$ cat config.mk
export PLATFORM = sky130hd
export DESIGN_NAME = modbus_rtu_request_parser_unit
export DESIGN_NICKNAME = d
export VERILOG_FILES = /design/src/rtl/mrp_pkg.sv /design/src/rtl/mrp_in_reg.sv /design/src/rtl/mrp_parser.sv /design/src/rtl/mrp_out_reg.sv /design/src/rtl/modbus_rtu_request_parser_unit.sv
export VERILOG_INCLUDE_DIRS = /design/src /design/src/rtl
export SDC_FILE = /design/constraint.sdc
export NUM_CORES = 1
export LEC_CHECK = 0
export ABC_AREA = 0
export BUFFER_PORTS_ARGS = -buffer_cell sky130_fd_sc_hd__buf_2
export CORE_MARGIN = 2
export CORE_UTILIZATION = 66
export CTS_BUF_LIST = sky130_fd_sc_hd__clkbuf_8
export DETAILED_ROUTE_END_ITERATION = 8
export PLACE_DENSITY = 0.95
export SYNTH_ARGS = -nofsm -noshare
export SYNTH_HDL_FRONTEND = slang
export SYNTH_SLANG_ARGS = --single-unit
$ cat constraint.sdc
create_clock -name i_clk -period 10.7 [get_ports i_clk]
set_clock_uncertainty 0.05 [all_clocks]
set_input_delay 2.14 -clock i_clk [delete_from_list [all_inputs] [get_ports i_clk]]
set_output_delay 2.14 -clock i_clk [all_outputs]
set_load 0.02 [all_outputs]
$ cat src/rtl/assert_macros.svh
// Assertion macros for the RTL of the request parser, used by its top level.
// No dependencies; include by bare file name.
`ifndef ASSERT_MACROS_SVH
`define ASSERT_MACROS_SVH

// Same-cycle implication, off while reset is asserted.
`define MRP_ASSERT_NOW(label, clk, rst_n, ante, cons) \
    label: assert property (@(posedge clk) disable iff (!(rst_n)) (ante) |-> (cons)) \
        else $error("%m: same-cycle check failed");

// Next-cycle implication, off while reset is asserted.
`define MRP_ASSERT_NEXT(label, clk, rst_n, ante, cons) \
    label: assert property (@(posedge clk) disable iff (!(rst_n)) (ante) |=> (cons)) \
        else $error("%m: next-cycle check failed");

`endif

$ cat src/rtl/mrp_pkg.sv
// Package for the Modbus RTU request parser: phase codes, function codes,
// register indexes, reset values, result type and the CRC-16 byte update.
package mrp_pkg;

    typedef enum logic [3:0] {
        PH_ADDR   = 4'd0,
        PH_FUNC   = 4'd1,
        PH_REG_HI = 4'd2,
        PH_REG_LO = 4'd3,
        PH_VAL_HI = 4'd4,
        PH_VAL_LO = 4'd5,
        PH_CNT_HI = 4'd6,
        PH_CNT_LO = 4'd7,
        PH_CRC_LO = 4'd8,
        PH_CRC_HI = 4'd9
    } t_phase;

    localparam logic [7:0]  FN_READ       = 8'h03;
    localparam logic [7:0]  FN_WRITE      = 8'h06;
    localparam logic [7:0]  STATION_RESET = 8'h0A;
    localparam logic [7:0]  HIGHEST_RESET = 8'd3;
    localparam logic [15:0] CRC_INIT      = 16'hFFFF;
    localparam logic [15:0] CRC_POLY      = 16'hA001;

    localparam logic CFG_STATION = 1'b0;
    localparam logic CFG_HIGHEST = 1'b1;

    typedef struct packed {
        logic       kind;
        logic [7:0] register_index;
        logic [7:0] write_value;
        logic [7:0] read_count;
    } t_result;

    // One byte through CRC-16/MODBUS, LSB first.
    function automatic logic [15:0] crc_byte(input logic [15:0] crc_in,
                                             input logic [7:0]  data);
        logic [15:0] crc;
        crc = crc_in ^ {8'h00, data};
        for (int i = 0; i < 8; i++) begin
            if (crc[0]) begin
                crc = (crc >> 1) ^ CRC_POLY;
            end else begin
                crc = crc >> 1;
            end
        end
        return crc;
    endfunction

endpackage

$ cat src/rtl/mrp_in_reg.sv
// Input register for received bytes: one beat of storage.
// Depends on nothing outside this file.
module mrp_in_reg (
    input  logic       i_clk,
    input  logic       i_rst_n,
    input  logic       i_valid,
    output logic       o_stall,
    input  logic [7:0] i_byte,
    input  logic       i_take,
    output logic       o_valid,
    output logic [7:0] o_byte
);

    logic       r_valid;
    logic       n_valid;
    logic [7:0] r_byte;
    logic       w_load;

    // Hold the beat until the parser takes it.
    assign o_stall = r_valid && !i_take;
    assign w_load  = i_valid && !o_stall;

    always_comb begin
        n_valid = r_valid;
        if (w_load) begin
            n_valid = 1'b1;
        end else if (i_take) begin
            n_valid = 1'b0;
        end
    end

    always_ff @(posedge i_clk) begin
        if (!i_rst_n) begin
            r_valid <= 1'b0;
        end else begin
            r_valid <= n_valid;
        end
    end

    always_ff @(posedge i_clk) begin
        if (w_load) begin
            r_byte <= i_byte;
        end
    end

    assign o_valid = r_valid;
    assign o_byte  = r_byte;

endmodule

$ cat src/rtl/mrp_parser.sv
// Frame parser: configuration registers, phase state, header CRC and
// field checks for one byte per cycle while i_go is high. Depends on mrp_pkg.
module mrp_parser
    import mrp_pkg::*;
(
    input  logic       i_clk,
    input  logic       i_rst_n,
    input  logic       i_cfg_we,
    input  logic       i_cfg_index,
    input  logic [7:0] i_cfg_data,
    input  logic       i_go,
    input  logic [7:0] i_byte,
    output logic       o_res_valid,
    output t_result    o_res
);

    logic [7:0]  r_station;
    logic [7:0]  r_highest;
    t_phase      r_phase;
    t_phase      n_phase;
    logic        r_is_write;
    logic        n_is_write;
    logic [7:0]  r_held_reg;
    logic [7:0]  n_held_reg;
    logic [7:0]  r_held_op;
    logic [7:0]  n_held_op;
    logic [15:0] r_crc;
    logic [15:0] n_crc;

    logic [15:0] w_crc_step;
    logic [15:0] w_crc_addr;
    logic [9:0]  w_cnt_end;
    logic [9:0]  w_cnt_lim;
    logic        w_ok;

    assign w_crc_step = crc_byte(r_crc, i_byte);
    assign w_crc_addr = crc_byte(CRC_INIT, i_byte);
    // count + register <= highest + 1
    assign w_cnt_end  = {2'b00, i_byte} + {2'b00, r_held_reg};
    assign w_cnt_lim  = {2'b00, r_highest} + 10'd1;

    // Next state
    always_comb begin
        n_phase    = r_phase;
        n_is_write = r_is_write;
        n_held_reg = r_held_reg;
        n_held_op  = r_held_op;
        n_crc      = r_crc;
        w_ok       = 1'b0;

        case (r_phase)
            PH_FUNC: begin
                if (i_byte == FN_READ || i_byte == FN_WRITE) begin
                    n_is_write = (i_byte == FN_WRITE);
                    n_phase    = PH_REG_HI;
                    w_ok       = 1'b1;
                end
            end
            PH_REG_HI: begin
                if (i_byte == 8'h00) begin
                    n_phase = PH_REG_LO;
                    w_ok    = 1'b1;
                end
            end
            PH_REG_LO: begin
                if (i_byte <= r_highest) begin
                    n_held_reg = i_byte;
                    n_phase    = r_is_write ? PH_VAL_HI : PH_CNT_HI;
                    w_ok       = 1'b1;
                end
            end
            PH_VAL_HI: begin
                if (i_byte == 8'h00) begin
                    n_phase = PH_VAL_LO;
                    w_ok    = 1'b1;
                end
            end
            PH_VAL_LO: begin
                n_held_op = i_byte;
                n_phase   = PH_CRC_LO;
                w_ok      = 1'b1;
            end
            PH_CNT_HI: begin
                if (i_byte == 8'h00) begin
                    n_phase = PH_CNT_LO;
                    w_ok    = 1'b1;
                end
            end
            PH_CNT_LO: begin
                if (i_byte != 8'h00 && w_cnt_end <= w_cnt_lim) begin
                    n_held_op = i_byte;
                    n_phase   = PH_CRC_LO;
                    w_ok      = 1'b1;
                end
            end
            default: begin
                w_ok = 1'b0;
            end
        endcase

        if (r_phase == PH_CRC_LO && i_byte == r_crc[7:0]) begin
            // CRC low byte matched: advance, CRC stays
            n_phase = PH_CRC_HI;
        end else if (r_phase == PH_CRC_HI && i_byte == r_crc[15:8]) begin
            n_phase = PH_ADDR;
            n_crc   = CRC_INIT;
        end else if (w_ok) begin
            n_crc = w_crc_step;
        end else if (i_byte == r_station) begin
            // Mismatch: take this byte as a fresh address
            n_phase = PH_FUNC;
            n_crc   = w_crc_addr;
        end else begin
            n_phase = PH_ADDR;
            n_crc   = CRC_INIT;
        end
    end

    // Outputs
    always_comb begin
        o_res_valid          = i_go && r_phase == PH_CRC_HI && i_byte == r_crc[15:8];
        o_res.kind           = r_is_write;
        o_res.register_index = r_held_reg;
        o_res.write_value    = r_is_write ? r_held_op : 8'h00;
        o_res.read_count     = r_is_write ? 8'h00 : r_held_op;
    end

    always_ff @(posedge i_clk) begin
        if (!i_rst_n) begin
            r_station  <= STATION_RESET;
            r_highest  <= HIGHEST_RESET;
            r_phase    <= PH_ADDR;
            r_is_write <= 1'b0;
            r_held_reg <= 8'h00;
            r_held_op  <= 8'h00;
            r_crc      <= CRC_INIT;
        end else begin
            if (i_cfg_we) begin
                case (i_cfg_index)
                    CFG_STATION: r_station <= i_cfg_data;
                    CFG_HIGHEST: r_highest <= i_cfg_data;
                    default:     r_station <= r_station;
                endcase
            end
            if (i_go) begin
                r_phase    <= n_phase;
                r_is_write <= n_is_write;
                r_held_reg <= n_held_reg;
                r_held_op  <= n_held_op;
                r_crc      <= n_crc;
            end
        end
    end

endmodule

$ cat src/rtl/mrp_out_reg.sv
// Result register for decoded requests: one beat of storage.
// Depends on mrp_pkg for the result type.
module mrp_out_reg
    import mrp_pkg::*;
(
    input  logic    i_clk,
    input  logic    i_rst_n,
    input  logic    i_load,
    input  t_result i_res,
    output logic    o_ready,
    output logic    o_valid,
    input  logic    i_stall,
    output t_result o_res
);

    logic    r_valid;
    logic    n_valid;
    t_result r_res;

    // Free when empty or when the held beat leaves this cycle.
    assign o_ready = !r_valid || !i_stall;

    always_comb begin
        n_valid = r_valid;
        if (i_load) begin
            n_valid = 1'b1;
        end else if (!i_stall) begin
            n_valid = 1'b0;
        end
    end

    always_ff @(posedge i_clk) begin
        if (!i_rst_n) begin
            r_valid <= 1'b0;
        end else begin
            r_valid <= n_valid;
        end
    end

    always_ff @(posedge i_clk) begin
        if (i_load) begin
            r_res <= i_res;
        end
    end

    assign o_valid = r_valid;
    assign o_res   = r_res;

endmodule

$ cat src/rtl/modbus_rtu_request_parser_unit.sv
// Top level of the Modbus RTU request parser: input register, parser, result register.
// Depends on mrp_pkg, mrp_in_reg, mrp_parser, mrp_out_reg and assert_macros.svh.
//
//   channel  direction  handshake                  payload
//   in       to block   i_in_valid / o_in_stall    i_rx_byte
//   out      from block o_out_valid / i_out_stall  o_kind, o_register_index,
//                                                  o_write_value, o_read_count
//   cfg      to block   i_cfg_we                   i_cfg_index, i_cfg_data
//
// One byte per cycle while the result register can take a beat. A byte is held in
// the input register, and its result, if any, is loaded into the result register
// when the parser steps on that byte; o_out_valid comes from the result register.
// The parser step (eight-round CRC-16 byte update plus field compares) is the one
// register-to-register path.
// Reset is synchronous, active low; config returns to station 0x0A, highest register 3.
// A stalled result blocks the parser; the input register still takes one more beat.
`include "assert_macros.svh"

module modbus_rtu_request_parser_unit
    import mrp_pkg::*;
(
    input  logic       i_clk,
    input  logic       i_rst_n,
    input  logic       i_cfg_we,
    input  logic       i_cfg_index,
    input  logic [7:0] i_cfg_data,
    input  logic       i_in_valid,
    output logic       o_in_stall,
    input  logic [7:0] i_rx_byte,
    output logic       o_out_valid,
    input  logic       i_out_stall,
    output logic       o_kind,
    output logic [7:0] o_register_index,
    output logic [7:0] o_write_value,
    output logic [7:0] o_read_count
);

    logic       w_in_valid;
    logic [7:0] w_in_byte;
    logic       w_out_ready;
    logic       w_take;
    logic       w_res_valid;
    t_result    w_res;
    t_result    w_out_res;

    // Step the parser whenever a byte is held and the result slot can take a beat.
    assign w_take = w_in_valid && w_out_ready;

    mrp_in_reg u_in_reg (
        .i_clk   (i_clk),
        .i_rst_n (i_rst_n),
        .i_valid (i_in_valid),
        .o_stall (o_in_stall),
        .i_byte  (i_rx_byte),
        .i_take  (w_take),
        .o_valid (w_in_valid),
        .o_byte  (w_in_byte)
    );

    mrp_parser u_parser (
        .i_clk       (i_clk),
        .i_rst_n     (i_rst_n),
        .i_cfg_we    (i_cfg_we),
        .i_cfg_index (i_cfg_index),
        .i_cfg_data  (i_cfg_data),
        .i_go        (w_take),
        .i_byte      (w_in_byte),
        .o_res_valid (w_res_valid),
        .o_res       (w_res)
    );

    mrp_out_reg u_out_reg (
        .i_clk   (i_clk),
        .i_rst_n (i_rst_n),
        .i_load  (w_res_valid),
        .i_res   (w_res),
        .o_ready (w_out_ready),
        .o_valid (o_out_valid),
        .i_stall (i_out_stall),
        .o_res   (w_out_res)
    );

    assign o_kind           = w_out_res.kind;
    assign o_register_index = w_out_res.register_index;
    assign o_write_value    = w_out_res.write_value;
    assign o_read_count     = w_out_res.read_count;

    // A write carries no count; a read carries a nonzero count and no value.
    `MRP_ASSERT_NOW(a_result_shape, i_clk, i_rst_n, o_out_valid, (o_kind ? (o_read_count == 8'h00) : (o_write_value == 8'h00 && o_read_count != 8'h00)))
    // A decoded request always lands in the result register.
    `MRP_ASSERT_NEXT(a_result_lands, i_clk, i_rst_n, w_take && w_res_valid, o_out_valid)
    // A held byte that the parser did not take is still held.
    `MRP_ASSERT_NEXT(a_byte_kept, i_clk, i_rst_n, w_in_valid && !w_take, w_in_valid)

endmodule

==> results.toml <==
[route]
detail-route-antenna-nets = 0
post_drt_wl_per_cell_um = 17.6
routed_wl_mm = 11.4
vias_per_cell = 6.04
drc = 0
first_iter_violations = 276
dr.pass1.iters = 5
num_vias = 3926

[yosys]
synth_fp_nets = 572
synth_top_area_share_pct = 22.3
yosys_warnings = 0
synth_top_area_cell = "dfxtp_1"
synth_area_leaders = "dfxtp_1 22%, edfxtp_1 20%, ha_1 9.1%"
netlist_area_mm2 = 0.00494
synth-seq-cells = 88
async_flop_share_pct = 0
syn_avg_cell_area_um2 = 9.63
synthFlopType = "dfxtp_1"
synth.distinct_cells = 59
synth_edf_count = 33
netlist_instances = 513
ys_seq_area_share_pct = 42.4

[cts]
clkTransAtPathRegs_ps = 90
cts_buffer_depth = 2
post_cts_buffers = 0
cts_root_buf = "clkbuf_8"
cts_tree = "yes"
ctsResizeCount = 0
holdBufCountCts = 0
cts_made_buffers = 9
htreeDepth = 3
insertion_delay_ps = 370
cts.sinks = 88

[worst_setup_path]
crit_buf_inv = 2
cp_common_cell = "a21o_1"
critPathLaunchType = "register"
cpMaxStageDelayCell = "edfxtp_1"
path_delay_family = "compound AO/OA/AOI/OAI gates"
critPathCaptureType = "register"
r2r_end = "u_parser.r_crc[7]$_SDFFE_PN1P_"
timing.rr.start = "u_in_reg.o_byte[0]$_DFFE_PP_"
worst-setup-path-type = "register to register"
crit_path_max_incr_delay_ps = 690
critPathRequiredTime_ps = 10950
reg2reg_depth = 19
cp_max_fo = 26
crit_arrival_ps = 5300
path_cells = "ha_1 > inv_1 > fa_1 > inv_1 > a21oi_1 > o21ai_0 > a21o_1 > a21o_1 > a21o_1 > a21o_1 > ha_1 > nand3_1 > nor2_1 > a32o_1 > a41oi_1 > o22ai_1 > nor2_4 > mux2_2 > a31oi_1"
reg2reg_slack_ps = 5650

[pwr]
power.internal_uw = 481
total_power_uw = 677
leakagePower_nw = 2.11
sequentialPowerShare_pct = 54.3
p_per_area_mw_per_mm2 = 127
pwr-share-comb_pct = 14.9
switchingPower_uw = 196
power_switching_share_pct = 28.9
clkPwrFrac_pct = 30.8
ir_drop_mv = 0.0651

[placement]
place.gp.congestion = 0.912
port_buffers = 48
dp.cells = 634
pre_cts_slack_ps = 5850
hpwl_mm = 7.85

[finish]
final_cell_mix = "56 x nand2_1, 55 x dfxtp_1, 48 x buf_2"
final_nets = 605
largest_reg_flops = 25
area_growth_pct = 8.01
final_common_cell = "nand2_1"
stdcell_count = 650
drive_gt1_share_pct = 15.1
antenna-diode-count = 0

[sta]
fin_hold_ws_ps = 434
tightest_slew_ps = 1180
fin_setup_tns_ps = 0
layout_min_cycle_time_ps = 5050
hold_viol = 0
setup_ws_ps = 5650
rsz0062_at_grt = "false"
slew_headroom_pct = 21.3
post-route-period-util_pct = 47.2
setup_viol = 0
slew_violations = 0
max_freq_mhz = 198

[grt]
grt-ovfl-total = 0
grt_pass1_wl_mm = 18.3
track_usage_pct = 28.3
grt_max_degree = 48
first_global_vias = 3805
antenna_found_initial = 0

[hold_path]
worst_hold_path.endpoint = "u_parser.r_held_op[5]$_SDFFE_PN0P_"
worstHoldStart = "u_parser.r_held_op[5]$_SDFFE_PN0P_"
holdPathStages = 2
hold_path.class = "register to register"

[floorplanning]
pin_count = 49
chipHeight_um = 90.5
coreArea_mm2 = 0.00725
dieArea_mm2 = 0.00819
die_x_um = 90.5
row_count = 31
initial_utilization_pct = 68.1

[run_status]
status = "finished, final reports clean"

[run]
maxCapViolations = 0
==> synth_stat cells, types with 5 or more instances <==
master,number
a21boi_0,22
a21oi_1,20
xnor2_1,34
nor3_1,10
and2_1,12
buf_2,5
edfxtp_1,33
clkbuf_1,14
xor2_1,16
dfxtp_1,55
inv_1,26
a21o_1,7
a31oi_1,9
nand3_1,21
nor2_1,32
nand2_1,56
nor2b_1,22
ha_1,36
nand4_1,8
o21ai_0,15
==> routing by layer <==
layer  vias up  global-route usage, %  wire, µm
li1       1837                      -         -
met1      1816                   33.6      4430
met2       213                   47.9      5560
met3        60                   4.51       794
met4         0                   17.8       627
met5         -                      0         0
==> worst max path at each step <==
stage	from	cells after the start	slack, ps	endpoint
after floorplan	i_out_stall	1	6080	o_in_stall
after global placement	i_out_stall	3	5920	o_in_stall
after detailed placement	u_in_reg.o_byte[0]$_DFFE_PP_	19	5850	u_parser.r_crc[7]$_SDFFE_PN1P_
after CTS	u_in_reg.o_byte[0]$_DFFE_PP_	19	5820	u_parser.r_crc[7]$_SDFFE_PN1P_
after global routing	u_in_reg.o_byte[0]$_DFFE_PP_	19	5340	u_parser.r_crc[7]$_SDFFE_PN1P_
final	u_in_reg.o_byte[0]$_DFFE_PP_	19	5650	u_parser.r_crc[7]$_SDFFE_PN1P_
==> kinds of logic (layout without fill, tap and decap cells) <==
group                    Yosys count  count (layout)  share of synthesized area [%]
AO/OA/AOI/OAI                     94              94                           12.9
XOR/XNOR                          55              55                           11.0
adder cells (fa/ha/maj)           37              37                           9.53
buffers and inverters             53              91                           4.91
flip-flops                        88              88                           42.4
multiplexers                       4               4                          0.836
AND/OR/NAND/NOR                  182             182                           18.5
==> power by group through the flow <==
stage	registers [mW]	clock network, mW	logic, mW
3_3_place_gp	0.374	0	0.0916
5_1_grt	0.368	0.219	0.110
2_1_floorplan	0.364	0	0.0837
6_report	0.368	0.208	0.101
4_1_cts	0.367	0.205	0.0992
3_5_place_dp	0.374	0	0.0968
==> worst reg2reg max path: cells and delay by family (launching register included) <==
family                   cells  cell delay [ps]
AND/OR/NAND/NOR              3              770
AO/OA/AOI/OAI               10             2000
buffers and inverters        2              130
flip-flops                   1              690
multiplexers                 1              410
adder cells (fa/ha/maj)      3              920
==> through the flow <==
| stage | utilization (%) | instance area [µm²] |
|---|---|---|
| finish | 73.5 | 5330 |
| global route | 73.5 | 5330 |
| CTS | 73.5 | 5330 |
| detailed placement | 71.2 | 5160 |
| global placement | 71.2 | 5160 |
| floorplan | - | 4940 |
==> final cells by class <==
type                            instances  area, µm²
Inverter                               27        101
Sequential cell                        88       2090
Clock inverter                          7       46.3
Tap cell                               99        124
Clock buffer                            9        124
Multi-Input combinational cell        372       2610
Timing Repair Buffer                   48        240
Fill cell                             471       1920
Power figures use the tool's default switching activity.
